File: src/sv/prpi_pkg.sv
`default_nettype none
package prpi_pkg;

  localparam int NODES = 16;
  localparam int IDXW  = $clog2(NODES);
  localparam int DEGW  = $clog2(NODES + 1);
  localparam int CNTW  = $clog2(NODES + 3);
  localparam int RANKW = 32;
  localparam int WW    = 33;                    // link weight, Q1.32
  localparam int DIVW  = 33;                    // divider dividend and quotient
  localparam int PRODW = WW + RANKW;
  localparam int ACCW  = WW + IDXW;
  localparam int SQW   = 2 * RANKW - 20;
  localparam int SUMW  = SQW + IDXW;

  localparam logic [RANKW-1:0] START_RANK = RANKW'((64'(1) << 30) / NODES);

  localparam logic [1:0] CFG_DAMPING   = 2'd0;
  localparam logic [1:0] CFG_TOLERANCE = 2'd1;
  localparam logic [1:0] CFG_MAX_ITER  = 2'd2;

  typedef enum logic [3:0] {
    ST_LOAD,
    ST_DEGREE,
    ST_TELE_GO,
    ST_LINK_GO,
    ST_LINK_WAIT,
    ST_INIT,
    ST_CHANGE,
    ST_CHECK,
    ST_MUL,
    ST_DRAIN,
    ST_EMIT
  } state_t;

  typedef struct packed {
    logic             deg_en;
    logic             init;
    logic             mul_start;
    logic             commit;
    logic             bc_valid;
    logic [IDXW-1:0]  bc_idx;
    logic [RANKW-1:0] bc_link;
    logic [RANKW-1:0] bc_p;
  } lane_ctl_t;

  typedef struct packed {
    logic [DEGW-1:0]  deg;
    logic [RANKW-1:0] cur;
    logic [RANKW-1:0] prev;
    logic [SQW-1:0]   sq;
  } lane_out_t;

endpackage
`default_nettype wire

File: src/sv/prpi_divider.sv
`default_nettype none
module prpi_divider (
  input  wire logic                       clk,
  input  wire logic                       rst,
  input  wire logic                       start,
  input  wire logic [prpi_pkg::DIVW-1:0]  dividend,
  input  wire logic [prpi_pkg::DEGW-1:0]  divisor,
  output logic                            done,
  output logic [prpi_pkg::DIVW-1:0]       quotient
);

  logic                        busy;
  logic [5:0]                  count;
  logic [prpi_pkg::DEGW-1:0]   rem;
  logic [prpi_pkg::DEGW:0]     trial;
  logic                        ge;

  // one quotient bit a cycle, restoring
  assign trial = {rem, quotient[prpi_pkg::DIVW-1]};
  assign ge    = trial >= {1'b0, divisor};

  always_ff @(posedge clk) begin
    if (rst) begin
      busy  <= 1'b0;
      done  <= 1'b0;
      count <= '0;
    end else begin
      done <= 1'b0;
      if (start) begin
        busy  <= 1'b1;
        count <= 6'(prpi_pkg::DIVW);
      end else if (busy) begin
        count <= count - 6'd1;
        if (count == 6'd1) begin
          busy <= 1'b0;
          done <= 1'b1;
        end
      end
    end
  end

  always_ff @(posedge clk) begin
    if (start) begin
      rem      <= '0;
      quotient <= dividend;
    end else if (busy) begin
      rem      <= ge ? prpi_pkg::DEGW'(trial - {1'b0, divisor}) : trial[prpi_pkg::DEGW-1:0];
      quotient <= {quotient[prpi_pkg::DIVW-2:0], ge};
    end
  end

endmodule
`default_nettype wire

File: config.mk
export PLATFORM = sky130hd
export DESIGN_NAME = prpi_divider
export DESIGN_NICKNAME = d
export VERILOG_FILES = /design/src/sv/prpi_pkg.sv /design/src/sv/prpi_divider.sv
export SDC_FILE = /design/constraint.sdc
export NUM_CORES = 1
export LEC_CHECK = 0
export ABC_AREA = 1
export BUFFER_PORTS_ARGS = -buffer_cell sky130_fd_sc_hd__buf_4
export CAP_MARGIN = 20
export CORE_MARGIN = 2
export CORE_UTILIZATION = 54
export DETAILED_ROUTE_END_ITERATION = 10
export PLACE_DENSITY = 0.92
export SYNTH_ARGS = -nofsm -noshare
export SYNTH_HDL_FRONTEND = slang
export SYNTH_SLANG_ARGS = --single-unit
File: constraint.sdc
create_clock -name clk -period 5 [get_ports clk]
set_clock_uncertainty 0.05 [all_clocks]
set_input_delay 0.25 -clock clk [delete_from_list [all_inputs] [get_ports clk]]
set_output_delay 0.25 -clock clk [all_outputs]
set_load 0.005 [all_outputs]
Word-level counts from Yosys, hierarchy flattened
Index checks and enable logic that the tools add are counted.

storage, ports and cells
  memories = 0
  output and inout bits = 34
  ROM bits = 0
  RAM bits = 0
  input bits = 41
  bits in registers = 46
  logic and storage cells = 23
  bits in latches = 0

cells by class
  $add $sub $neg = 2
  divide/modulo/power cells = 0
  shifts and indexed selects = 0
  reductions and logical operators = 3
  bitwise gates (word level) = 1
  multiply operators = 0
  $lt $le $gt $ge = 1
  mux-type cells = 9
  eq/ne operators = 1

operator list
  operator                                                            number
  33-bit 2-to-1 mux                                                   2
  6-bit 2-to-1 mux                                                    2
  6-bit by 1-bit == test with 1-bit output, second input constant     1
  6-bit by 5-bit >= comparator with 1-bit output                      1
  6-bit by 1-bit subtractor with 6-bit output, second input constant  1
  5-bit 2-to-1 mux                                                    1
  5-bit subtractor                                                    1
  1-bit 2-to-1 mux                                                    4
  3-bit OR reduction                                                  1
  2-bit nonzero test                                                  1
  2-bit OR reduction                                                  1
  1-bit inverter                                                      1

Logic depth before layout (Yosys ltp)
  depth after elaboration = 4
  gate-level depth with buffers = 11
  gate-level depth less buffers = 11

Least setup slack after synthesis
OpenSTA, ideal clock, no wires.

  kind = reg2reg
  start = reg quotient[32] (netlist bit)
  end = reg quotient[0] (netlist bit) (data pin)
  path buffers = 0
  slack = 3,306 ps
  cell stages (with the launch flop) = 9
  data required time = 4,682 ps
  setup time = 268 ps
  arrival time = 1,377 ps
  period minus slack after synthesis = 1,694 ps
  cell sequence = edfxtp_1 > inv_1 > ha_1 > inv_1 > fa_1 > nand2_1 > nand2_1 > nand3_4 > a31oi_1

between the ends
  cells in the longest elaborated chain, start to end = 3

ends and longest elaborated chain
  element                                         line                RTL
  start, declared                                 prpi_divider.sv:9   output logic [prpi_pkg::DIVW-1:0] quotient
  start signal, assigned                          prpi_divider.sv:45  quotient <= dividend;
  start signal, assigned                          prpi_divider.sv:48  quotient <= {quotient[prpi_pkg::DIVW-2:0], ge};
  6-bit by 5-bit >= comparator with 1-bit output  prpi_divider.sv:20  assign ge = trial >= {1'b0, divisor};
  33-bit 2-to-1 mux                               prpi_divider.sv:46  end else if (busy) begin
  33-bit 2-to-1 mux                               prpi_divider.sv:43  if (start) begin

Every way passes these cells. The select of a mux whose other input is x is not followed.
A chain may end at the register's enable or synchronous reset.

Final worst setup path
  start = reg quotient[32] (netlist bit)
  end = reg rem[2] (netlist bit)

between the ends
  cells in the longest elaborated chain, start to end = 2
  elaborated cells on any way between the ends = 3
  classes of those cells = add/sub (1); order compare (1); mux (1)

ends and longest elaborated chain
  element                                                                                    line                                    RTL
  5-bit subtractor / 6-bit by 5-bit >= comparator with 1-bit output (equally long branches)  prpi_divider.sv:47, prpi_divider.sv:20
  5-bit 2-to-1 mux (*)                                                                       prpi_divider.sv:47                      rem <= ge ? prpi_pkg::DEGW'(trial - {1'b0, divisor}) : trial[prpi_pkg::DEGW-1:0];
  end signal, assigned                                                                       prpi_divider.sv:47
  end, declared                                                                              prpi_divider.sv:14                      logic [prpi_pkg::DEGW-1:0] rem;

Mark *: on every way between the ends. The rest lies on a longest branch, timed or not.

==> flow_summary.yaml <==
floorplanning:
  placement_rows: 23
  coreArea_sq_um: 4000
  die_h_um: 68.3
  initial_utilization_pct: 55.9
  num_io_pins: 75
  die_width_um: 68.3
  design.die.area_sq_um: 4670
synthesis:
  ys_seq_elements: 46
  avgSynthCellArea_sq_um: 8.57
  syn_area_sq_um: 2240
  yosysTopAreaCell: "edfxtp_1"
  seq_area_frac_synth_pct: 56.0
  synth_nets: 310
  synthTopCellsByArea: "edfxtp_1 (44%), nand2_1 (22%), dfxtp_1 (12%), inv_1 (4.4%), ha_1 (3.9%)"
  synth_top_cell_area_share_pct: 44.3
  syn-instance-count: 261
  yosys_warnings: 0
  ys_types: 26
place:
  gp_congestion: 0.865
  place_area_sq_um: 2820
  port_buffers: 74
  place_hpwl_mm: 3.98
grt:
  overflow: 0
  grt_max_degree: 39
  grt_pass1_wl_mm: 8.46
  grt_usage_pct: 25.0
  antenna_found_initial: 0
  grt_pass1_vias: 1930
timing:
  setup-tns-final_ns: 0
  tightest_slew_ns: 0.430
  timing.fmax_ghz: 0.536
  finalHoldViolations: 0
  period_share_pct: 37.3
  setup_viol: 0
  rsz0062_at_grt: "no"
  finalMaxSlewViolations: 0
  min_period_ns: 1.87
  slew_headroom_pct: 71.3
cts:
  clockRootBuffer: "clkbuf_8"
  cts_tree: "yes"
  numCtsBuffers: 5
  cts_buffer_depth: 2
  htreeDepth: 2
  numClockSinks: 46
  path_clk_slew_ns: 0.08
  clkLatencyLatePin_ns: 0.30
  post_cts_buffers: 0
  ctsHoldBuffers: 0
  post_cts_resized: 0
worst_setup_path:
  cp.arrival_ns: 2.02
  worstSetupPathType: "reg2reg"
  end_kind: "flop"
  critPathRequiredTime_ns: 5.15
  path_max_fanout: 8
  start_kind: "flop"
final_layout:
  multi_input_comb_area_sq_um: 850
  nets: 385
  antenna_cells: 0
  finish.utilization_pct: 73.6
  area_growth_pct: 31.6
  final_layout_size_suffix_gt1_share_pct: 26.4
  fillCellCount: 278
  fin_area_sq_um: 2940
  regArea_sq_um: 1250
route:
  antenna_left: 0
  vias_per_cell: 5.28
  dr_total_vias: 2043
  wl_mm: 5.68
  drc: 0
  wire_per_inst_um: 14.7
  dr.pass1.iters: 5
  drt_iter0_drc: 190
outcome:
  status: "completed"
power_and_ir_drop:
  peakVddDrop_mv: 0.211
  p_leak_nw: 1.50
  p_per_area_nw_per_um2: 310
run:
  cap_violations: 0
hold_path:
  hp-class: "in2reg"
[placed cells by master, fill, tap and decap left out, types with 2 or more instances in the layout]
| cell type | synthesis | routed |
|---|---|---|
| a21oi_1 | 6 | 6 |
| buf_4 | 1 | 75 |
| clkbuf_8 | 0 | 6 |
| dfxtp_1 | 13 | 13 |
| edfxtp_1 | 33 | 33 |
| ha_1 | 7 | 7 |
| inv_1 | 26 | 26 |
| nand2_1 | 129 | 129 |
| nand3_1 | 14 | 14 |
| nand4_1 | 2 | 2 |
| nor2_1 | 6 | 6 |
| nor2_2 | 2 | 2 |
| nor3_1 | 3 | 3 |
[flip-flops by register name, indices dropped and copies added, names as in the netlist]
name,flops
rem,5
busy,1
count,6
done,1
quotient,33
[per-stage QoR]
stage                     setup WS [ns]  total power, W  cells  hold WS, ns
after floorplan                    3.31        0.000586    261        0.269
after global placement             3.08        0.000671    378        0.368
after detailed placement           2.99        0.000684    378        0.366
after CTS                          3.13        0.000911    386       0.0532
after global routing               2.99        0.000957    387       0.0499
final                              3.13        0.000913    387       0.0581
[where the power goes]
| part | internal (W) | switching [W] |
|---|---|---|
| Clock | 0.000112 | 0.000120 |
| Sequential | 0.000454 | 0.0000251 |
| Combinational | 0.0000970 | 0.000106 |
[critical path: stages, from the launching register on]
cell	delay (ns)
edfxtp_1	0.39
inv_1	0.10
ha_1	0.15
inv_1	0.06
fa_1	0.40
nand2_1	0.08
nand2_1	0.11
nand3_4	0.14
nand3_1	0.11
nand3_1	0.12
nand2_1	0.06
[kinds of logic after synthesis]
family	synth area share (%)
AO/OA/AOI/OAI	2.52
XOR/XNOR	0.392
adder cells (fa/ha/maj)	4.81
buffers and inverters	6.04
flip-flops	56.0
AND/OR/NAND/NOR	30.3
[Yosys cell counts]
cell / number
dfxtp_1: 13
inv_1: 26
clkbuf_1: 4
xnor2_1: 1
nand3_1: 14
nand3_4: 1
or2_1: 1
a21oi_1: 6
o211ai_1: 1
or2_2: 1
buf_4: 1
nand3b_1: 1
nor2_1: 6
ha_1: 7
nand2_1: 129
o21ai_0: 1
nor2_2: 2
nand2_4: 1
nand4_1: 2
nor2_4: 1
a31oi_1: 1
a211oi_1: 1
buf_2: 3
fa_1: 1
edfxtp_1: 33
nor3_1: 3
[metal layers]
metal,track usage [%],vias up,share of wire [%]
met4,11.8,0,3.0
met3,5.26,18,7.5
li1,-,979,-
met5,0,-,0
met1,27.9,939,35
met2,45.3,107,54
[final timing paths]
| path | slack (ns) | cells after the start | start | end |
|---|---|---|---|---|
| min reg2reg | 0.40 | 2 | rem[4] | rem[4] |
| max reg2reg | 3.13 | 10 | quotient[32] | rem[2] |
| min | 0.06 | 2 | rst | busy |
| max | 3.13 | 10 | quotient[32] | rem[2] |
[cell type report]
cell class | instances | share of cell area (%)
Sequential cell | 46 | 42.5
Multi-Input combinational cell | 181 | 28.9
Timing Repair Buffer | 76 | 20.1
Inverter | 26 | 3.32
Clock buffer | 7 | 2.93
Tap cell | 50 | 2.13
Clock inverter | 1 | 0.170
Note: power is estimated with default switching activity, not from simulation.
