## src/sv/prpi_pkg.sv

```systemverilog
`default_nettype none
package prpi_pkg;

  localparam int NODES = 16;
  localparam int IDXW  = $clog2(NODES);
  localparam int DEGW  = $clog2(NODES + 1);
  localparam int CNTW  = $clog2(NODES + 3);
  localparam int RANKW = 32;
  localparam int WW    = 33;                    // link weight, Q1.32
  localparam int DIVW  = 33;                    // divider dividend and quotient
  localparam int PRODW = WW + RANKW;
  localparam int ACCW  = WW + IDXW;
  localparam int SQW   = 2 * RANKW - 20;
  localparam int SUMW  = SQW + IDXW;

  localparam logic [RANKW-1:0] START_RANK = RANKW'((64'(1) << 30) / NODES);

  localparam logic [1:0] CFG_DAMPING   = 2'd0;
  localparam logic [1:0] CFG_TOLERANCE = 2'd1;
  localparam logic [1:0] CFG_MAX_ITER  = 2'd2;

  typedef enum logic [3:0] {
    ST_LOAD,
    ST_DEGREE,
    ST_TELE_GO,
    ST_LINK_GO,
    ST_LINK_WAIT,
    ST_INIT,
    ST_CHANGE,
    ST_CHECK,
    ST_MUL,
    ST_DRAIN,
    ST_EMIT
  } state_t;

  typedef struct packed {
    logic             deg_en;
    logic             init;
    logic             mul_start;
    logic             commit;
    logic             bc_valid;
    logic [IDXW-1:0]  bc_idx;
    logic [RANKW-1:0] bc_link;
    logic [RANKW-1:0] bc_p;
  } lane_ctl_t;

  typedef struct packed {
    logic [DEGW-1:0]  deg;
    logic [RANKW-1:0] cur;
    logic [RANKW-1:0] prev;
    logic [SQW-1:0]   sq;
  } lane_out_t;

endpackage
`default_nettype wire

```

## src/sv/prpi_merge.sv

```systemverilog
`default_nettype none
module prpi_merge (
  input  wire logic                      clk,
  input  wire logic                      clear,
  input  wire logic                      add_en,
  input  wire logic [prpi_pkg::SQW-1:0]  value,
  input  wire logic [31:0]               tolerance,
  output logic                           over
);

  logic [prpi_pkg::SUMW-1:0] sum;

  always_ff @(posedge clk) begin
    if (clear) begin
      sum <= '0;
    end else if (add_en) begin
      sum <= sum + prpi_pkg::SUMW'(value);
    end
  end

  assign over = sum > prpi_pkg::SUMW'(tolerance);

endmodule
`default_nettype wire

```

## config.mk

```make
export PLATFORM = sky130hd
export DESIGN_NAME = prpi_merge
export DESIGN_NICKNAME = d
export VERILOG_FILES = /design/src/sv/prpi_pkg.sv /design/src/sv/prpi_merge.sv
export SDC_FILE = /design/constraint.sdc
export NUM_CORES = 1
export LEC_CHECK = 0
export BUFFER_PORTS_ARGS = -buffer_cell sky130_fd_sc_hd__buf_2
export CAP_MARGIN = 20
export CORE_UTILIZATION = 50
export CTS_BUF_LIST = sky130_fd_sc_hd__clkbuf_8
export CTS_CLUSTER_DIAMETER = 100
export CTS_CLUSTER_SIZE = 20
export DETAILED_ROUTE_END_ITERATION = 8
export GPL_TIMING_DRIVEN = 0
export PLACE_DENSITY = 0.75
export SYNTH_ARGS = -nofsm -noshare
export SYNTH_HDL_FRONTEND = slang
export SYNTH_SLANG_ARGS = --single-unit
```

## constraint.sdc

```tcl
create_clock -name clk -period 4 [get_ports clk]
set_input_delay 0.8 -clock clk [delete_from_list [all_inputs] [get_ports clk]]
set_output_delay 0.8 -clock clk [all_outputs]
set_load 0.01 [all_outputs]
```

# After elaboration in Yosys (flattened, before gate mapping)
# Cells that the tools add are included.
[op_classes]
add_sub_neg = 1
magnitude_cmp = 1
[op_table]
columns = ["operator", "n"]
rows = [
  ["$add 48x44->48", 1],
  ["$gt 48x32->1", 1],
]
[word_totals]
out_inout_bits = 1
regBits = 48
input_bits = 79
word_cells = 3

# Logic depth before layout (Yosys ltp)
# Gate-level depths: netlist of the first run.
[depth]
depth_word = 1
mapped_depth = 12
ltp_nobuf = 12

# Worst setup path before layout of the first run
# Ideal clock, no wire load.
[synth_path]
path_type = "input-to-output"
start = "input port tolerance[27]"
end = "output port over"
arrival_time_ns = 2.362
path_stages = 7
t_required_ns = 3.200
path_buffers = 0
slack_ns = 0.838
path_cell_list = "inv_1 > ha_1 > nand4_1 > or2_2 > or4_1 > o21bai_1 > a31oi_1"
[synth_between]
elab_chain_cells = 1
[synth_lines]
columns = ["item", "line", "source"]
rows = [
  ["start, declared", "prpi_merge.sv:7", "input wire logic [31:0] tolerance,"],
  ["$gt 48x32->1", "prpi_merge.sv:21", "assign over = sum > prpi_pkg::SUMW'(tolerance);"],
  ["end, declared", "prpi_merge.sv:8", "output logic over"],
]
# Every way passes these cells.

# Final worst setup path of the first run
[layout_path]
start = "input port tolerance[18]"
end = "output port over"
# Same word-level chain as after synthesis.

==> flow_results.org, run 1 <==
** Outcome
- Run status :: complete, no violations

** Synth
- Summing every instance area after synthesis gives 4940 sq um.
- Top-area cell type share of the netlist area :: 19.5%
- For this run, the register share of the synthesized area comes to 19.5%.
- In this run, synthesis inferred 0 flip-flops with an integrated enable.
- Net Count, Synth :: 787
- In the synthesized netlist, mux cells make up 6.49% of the area.
- The number of different library cells used by synthesis comes to 53.
- Synthesis inferred 48 register bits.
- A synthesized cell averages 7.82 sq um.
- Largest area contributor in the netlist :: dfxtp_1
- Syn. warnings :: 0
- Async set-reset flop share out of synthesis :: 0%
- Simple-gate share of the synthesized area :: 16.2%
- Dominant combinational cell family by area after synthesis :: compound AO/OA/AOI/OAI gates
- Of the total synthesized cell area, the portion taken by XOR and XNOR cells is 7.45%.
- Primary FF master, synth :: dfxtp_1
- Synthesis produced 631 cells.
- Summing the areas of all fa, ha and maj instances in the mapped netlist gives 19.7% of the synthesized area.
- Yosys attributes the largest share of cell area to dfxtp_1, ha_1, mux2i_1.
- Compound-Gate Fraction of Synth Area :: 24.9%

** Floorplan
- Die Span Y :: 101 um
- Starting density of the core :: 52.4%
- FP Rows :: 35
- The die is 101 um wide.
- Core footprint :: 9420 sq um
- Pin placement for this block handled 80 I/O pins.
- The die covers 10300 sq um.

** Final layout
- Fill cell instance count of the final layout :: 909
- Footprint of the multi-input gates :: 3690 sq um
- Cells with a size suffix above 1 make up 14.5% of the layout.
- Fin cells :: 846
- The largest registers in the layout are sum (48).
- Number of nets in the finished design :: 872
- The repair_antennas step left the layout with diodes totalling 0.
- P&R area growth vs syn :: 13.4%
- The library cell used most frequently in the layout, excluding fill and tap cells, is buf_2.
- The register with the most flip-flops in the layout has 48 of them.
- Registers take 961 sq um.
- sum holds more flip-flops than any other register.
- The top cell types in the final layout, fill and taps aside, are buf_2, ha_1, nor2_1.

** Detailed routing
- Wires add up to 12.6 mm.
- Avg WL per Cell :: 14.9 um
- After detailed routing, the number of vias per cell comes to 5.64.
- The detailed router finished its first iteration with 179 violations.
- Number of design rule violations left after detail routing :: 0
- For this block, the via count after detailed routing is 4770.
- Before antenna repair, the detailed router went through 4 iterations.
- Remaining number of nets flagged by the antenna check after routing :: 0

** STA
- Fmax achieved :: 0.266 GHz
- Slew headroom :: 42.3%
- Final Hold Vio Count :: 0
- Dividing the final minimum period by the clock period gives 94.1%.
- Pin slew with the least headroom to its limit :: 866 ps
- Setup repair after global routing left no endpoint under its margin.
- Final clock skew :: 10.6 ps
- Min cycle time layout :: 3760 ps
- Setup-failing EPs final :: 0
- Setup total negative slack :: 0 ps
- The final-report max-slew violation count came to 0.

** Pwr
- Sequential share of power :: 28.5%
- Switching power share of the total :: 43.1%
- LEAKAGE :: 2.84 nW
- Summed over all nets, the switching power comes to 0.000970 W.
- VDD sags by at most 0.195 mV.
- Internal power comes to 0.00128 W.
- Clock network fraction of design power :: 16.4%
- Power density over the cells :: 402 nW/um^2
- Comb power frac :: 55.1%

** Place
- Number of I/O port buffers :: 78
- The number of placed instances, taps included, is 838.
- HPWL after detailed placement :: 10.2 mm
- Placer congestion estimate :: 0.895

** Setup path
- Data on the critical path arrives at its endpoint at 2960 ps.
- Of all nets on the critical path, the largest fanout is 2.
- Kind of start point of the critical path :: primary input
- Element type at the critical path end :: primary output
- Data on the critical path is required at its endpoint by 3200 ps.
- Type of the worst setup path :: in -> out

** GRT
- First-pass GRT wire length :: 20.7 mm
- Largest net degree at the start of global routing :: 16
- Vias in the first global route :: 4548
- Number of antenna violations at the first check in global routing :: 0
- For this run, the total global-route usage over all layers was measured as 25.3%.
- Remaining global-route overflow :: 0

** Clock network
- After clock tree synthesis, the clock-pin slew on the worst setup and hold paths is 100 ps.
- Total clock buffers created by CTS :: 5
- The tree built by TritonCTS fans out to 48 sinks.
- Cts repair resizes :: 0
- Clock Root Buffer :: clkbuf_8
- Largest buffer count on any clock path :: 2
- Maximum level of the CTS H-tree :: 2
- Number of buffers inserted for hold repair after clock tree synthesis :: 0
- Number of setup buffers added after CTS :: 0
- The clock reaches the later pin of the worst-skew pair after 310 ps.
- TritonCTS built the clock tree.

** Flow run
- Maximum Capacitance Violations :: 0

** Min path
- Class of the tightest hold or removal check :: reg -> reg
area by class of cell:
class	count	area share [%]
tap	129	2.88
multi-input combinational	509	65.9
sequential	48	17.2
clock inverter	3	0.760
buffer	25	1.85
timing repair buffer	78	6.97
inverter	49	3.28
clock buffer	5	1.23
Yosys cell counts (all sizes together) (3+ instances only):
library cell and count:
a211oi 14, a21o 26, a21oi 58, a31oi 9, buf 10, clkbuf 15, dfxtp 48, ha 76
inv 49, mux2i 32, nand2 40, nand2b 6, nand3 7, nand4 22, nor2 69, nor2b 8
nor4 7, o2111ai 3, o211ai 3, o21a 6, o21ai 34, o21bai 12, o31a 3, or3 3
xnor2 29, xor2 13
power groups by stage:
stage / clock (W) / combinational [W] / sequential, W
after floorplan: 0 / 0.000958 / 0.000624
after global placement: 0 / 0.00118 / 0.000648
after detailed placement: 0 / 0.00122 / 0.000651
after CTS: 0.000376 / 0.00123 / 0.000641
after global routing: 0.000398 / 0.00139 / 0.000652
final: 0.000370 / 0.00124 / 0.000642
metal layers:
| layer | wire, um | GRT usage [%] | share of wire (%) | vias up |
|---|---|---|---|---|
| met5 | 0 | 0 | 0 | - |
| met4 | 226 | 7.25 | 1.8 | 0 |
| met3 | 592 | 2.97 | 4.7 | 19 |
| met2 | 5840 | 43.7 | 46 | 119 |
| met1 | 5960 | 33.2 | 47 | 2187 |
| li1 | - | - | - | 2445 |
worst paths after layout:
path,start,end,slack [ps],cells after the start
setup / recovery,tolerance[18],over,240,14
hold / removal,sum[39],sum[39],490,2
setup reg to reg,sum[0],sum[40],830,11
hold reg to reg,sum[39],sum[39],490,2
worst max-delay path: stages:
cell      delay, ps
buf_2            80
inv_1            40
ha_1            300
a21o_1          180
a21oi_1         130
nor2b_1          60
o31a_1          260
o21ai_0         170
nand2b_1         80
a21oi_1         250
nor2_1           60
nor3_1          220
a31oi_1         130
buf_2           170
through the flow:
step / hold slack [ps] / instance area, sq um / total power, W / utilization [%] / worst slack [ps]
CTS: 488 / 5600 / 0.00224 / 59.5 / 270
detailed placement: 472 / 5490 / 0.00187 / 58.3 / 275
global placement: 467 / 5490 / 0.00183 / 58.3 / 348
global route: 510 / 5600 / 0.00244 / 59.5 / 55.5
finish: 487 / 5600 / 0.00225 / 59.5 / 238
floorplan: 445 / 4940 / 0.00158 / - / 838
kinds of logic (layout without fill, tap and decap cells):
logic type / Yosys count / after routing
AOI/OAI and AO/OA: 186 / 186
xor gates and xnor gates: 42 / 42
adders and majority gates: 77 / 77
buffers and inverters: 74 / 160
DFF: 48 / 48
muxes: 32 / 32
and+or+nand+nor: 172 / 172
(Power assumes the default switching activity.)
==> run 2: changes to the inputs <==
- SETUP_SLACK_MARGIN: unset -> 0.5
- clock period: 4 -> 4.4 ns (I/O delays scaled with it)
==> run 2 against run 1 <==
Combinational power shrank 9%. Hold slack worse by 1.1 ps. Global-route usage stayed put. Register-to-register slack gained 400 ps. Clock power shrank 9.2%. Sequential share of layout area barely moved. Final area is 0.27% higher. Flip-flop and latch count is the same. Setup slack better by 380 ps. Clock skew hardly changed. Utilization increased by 0.16 points. Critical path type unchanged. Largest cell class unchanged.
==> flow_results.org, run 2 (same netlist as run 1, synthesis figures left out) <==
** Outcome
- Run status :: complete, no violations

** Detailed routing
- For this block, the routed nets add up to 12.7 mm of wire.
- Highest metal used :: met4
- Remaining number of nets flagged by the antenna check after routing :: 0
- In this run, the number of DRC markers left after iteration 0 of detailed routing was 174.
- For this run, design rule violations remaining after detail routing come to 0.
- Per-cell via count in the routed design :: 5.68
- Summed over all nets, wire length on met3 after detailed routing comes to 605 um.
- The pre-antenna-repair detailed-routing pass consisted of 5 iterations.
- Via count :: 4805
- Amount of wire on met2 after detailed routing :: 5.85 mm
- The detailed router put a total of 5.95 mm of wire on met1.
- Avg WL per Cell :: 15.0 um

** STA
- Derived from the worst setup path, the maximum achievable clock frequency is 0.265 GHz.
- Pin slew with the least headroom to its limit :: 865 ps
- The final-report max-slew violation count came to 0.
- Setup violations remaining at the end of the flow were counted as 0.
- The routed design could run at a clock period as short as 3780 ps.
- Between clock sinks in the finished design, the worst skew comes to 10.9 ps.
- Setup repair after global routing left no endpoint under its margin.
- For the final routed database, the setup TNS stands at 0 ps.
- In this run the tightest slew margin relative to its limit is 42.3%.
- Of the available clock period, the critical path in the final layout requires 85.9%.
- Final Hold Vio Count :: 0
- Final setup margin :: 621 ps
- Final hold analysis gives a worst-case slack of 486 ps.

** Setup path
- Type of the worst setup path :: in -> out
- CP Depth :: 9
- Worst Path Arrival :: 2900 ps
- Most common cell type on the critical path :: buf_2
- In this run the critical register-to-register path is captured at sum[40].
- Buffers and inverters on the worst path :: 3
- Setup slack on the worst reg-to-reg path comes out at 1230 ps.
- CP cell instances :: buf_2 > inv_1 > ha_1 > nand4_1 > or2_2 > or4_1 > nor4_2 > a31oi_1 > buf_2
- Family of cells with the greatest summed delay on the critical path :: simple AND/OR/NAND/NOR gates
- For this run, the slowest stage of the critical path takes 590 ps.
- Worst R2R Start :: sum[0]
- Max Fanout on Critical Path :: 2
- The worst register-to-register path has a depth of 11.
- The worst setup path is captured at a primary output.
- The slowest stage of the critical path belongs to the cell or4_1.
- Required time of the critical path :: 3520 ps
- The worst setup path is launched from a primary input.

** Place
- Total placed instance area :: 5490 sq um
- Post-place setup slack :: 515 ps
- Placed Cells :: 838
- HPWL after detailed placement :: 10.2 mm
- Number of I/O port buffers :: 78
- Placer congestion estimate :: 0.895

** Clock network
- After clock tree synthesis, the clock-pin slew on the worst setup and hold paths is 100 ps.
- Counting every sink on the clock net gives 48.
- The tree is rooted in a clkbuf_8.
- Worst-skew pair later-pin latency :: 310 ps
- In this run, CTS created clock tree buffers numbering 5.
- The H-tree was split into 2 levels.
- TritonCTS built the clock tree.
- The clock passes through at most 2 buffers.
- After clock tree synthesis, the setup repair step added 0 buffers.

** Final layout
- Number of nets in the finished design :: 872
- The register with the most flip-flops in the layout has 48 of them.
- Diodes inserted :: 0
- P&R area growth vs syn :: 13.7%
- The library cell used most frequently in the layout, excluding fill and tap cells, is buf_2.
- Most used cells in the layout excluding fill and tap cells :: buf_2, ha_1, nor2_1
- Register with the most flip-flops :: sum
- Share of cells above drive strength 1 :: 14.9%
- Total non-filler cell area in the finished layout :: 5610 sq um
- Largest registers in the final layout :: sum (48)
- The finished layout holds 846 standard cells, fillers aside.

** GRT
- Remaining global-route overflow :: 0
- The first global-routing pass estimated 20.7 mm of wire.
- Number of antenna violations at the first check in global routing :: 0
- Largest net degree at the start of global routing :: 16
- Vias in the first global route :: 4548
- Overall fraction of global-route tracks in use :: 25.3%

** Pwr
- Power density over the cells :: 365 nW/um^2
- For this design the static power due to leakage is 2.84 nW.
- Internal power :: 0.00117 W
- Net switching is 43.1% of the power.
- Summed over all nets, the switching power comes to 0.000883 W.
- Clock network fraction of design power :: 16.4%
- Comb power frac :: 55.1%
- Sequential cells account for 28.5% of the total power.
- Worst ir drop on vdd :: 0.177 mV

** Floorplan
- The initialized floorplan defines 35 standard-cell rows.
- Die extent in x :: 101 um
- Starting density of the core :: 52.4%
- Core footprint :: 9420 sq um
- From bottom edge to top edge, the die measures 101 um.
- The floorplan step defined a die boundary enclosing 10300 sq um.
- During I/O placement, the number of pins put on the boundary was 80.

** Flow run
- The tool flagged a number of max-cap violations equal to 0.

** Min path
- For hold timing, the worst endpoint is sum[36].
- Hold Path Depth :: 2
- Class of the tightest hold or removal check :: reg -> reg
- The worst hold path begins at sum[36].
-- run 2: changes by cell type in the layout (fill, tap and decap cells not counted) --
cell | previous run | this run
a21oi_2 | 0 | 1
nor3_1 | 2 | 1
a21oi_1 | 58 | 57
nor4_1 | 7 | 6
nor3_2 | 0 | 1
nor4_2 | 0 | 1
-- run 2: metal layers --
metal / up-vias / global-route usage (%)
li1: 2447 / -
met1: 2207 / 33.2
met2: 132 / 43.7
met3: 19 / 2.97
met4: 0 / 7.25
met5: - / 0
-- run 2: per-stage QoR --
step / utilization [%] / power (W)
2_1_floorplan: - / 0.00144
3_3_place_gp: 58.3 / 0.00166
3_5_place_dp: 58.3 / 0.00170
4_1_cts: 59.5 / 0.00204
5_1_grt: 59.6 / 0.00222
6_report: 59.6 / 0.00205
-- run 2: how the worst max path moves through the flow --
stage	from	to	slack, ps
detailed placement	tolerance[18]	over	520
finish	tolerance[31]	over	620
CTS	tolerance[18]	over	510
global route	tolerance[18]	over	480
floorplan	tolerance[27]	over	1080
global placement	tolerance[18]	over	590
-- run 2: worst reg2reg max path, stage by stage, from the launching register on --
cell	delay, ps
dfxtp_1	340
ha_1	210
fa_1	420
a21o_1	210
a41oi_2	300
o31a_1	270
o21ai_2	150
a31oi_1	530
o221ai_1	270
xnor2_1	180
mux2i_1	130
nor2_1	50
-- run 2: final cells by class --
cell class,instances,area [sq um]
Timing Repair Buffer,78,390
Sequential cell,48,961
Tap cell,129,161
Inverter,49,184
Multi-Input combinational cell,509,3700
Clock inverter,3,42.5
Buffer,25,104
Fill cell,909,3800
Clock buffer,5,68.8
-- run 2: timing repair --
action | in CTS | in global routing
hold buffers | 0 | 0
endpoints found under the setup margin | 0 | 1
resized for setup | 0 | 3
-- run 2: power by group through the flow --
stage	logic (W)	clock network, W	registers (W)
floorplan	0.000871	0	0.000567
global placement	0.00107	0	0.000589
detailed placement	0.00111	0	0.000592
CTS	0.00112	0.000342	0.000583
global route	0.00127	0.000362	0.000592
finish	0.00113	0.000336	0.000584
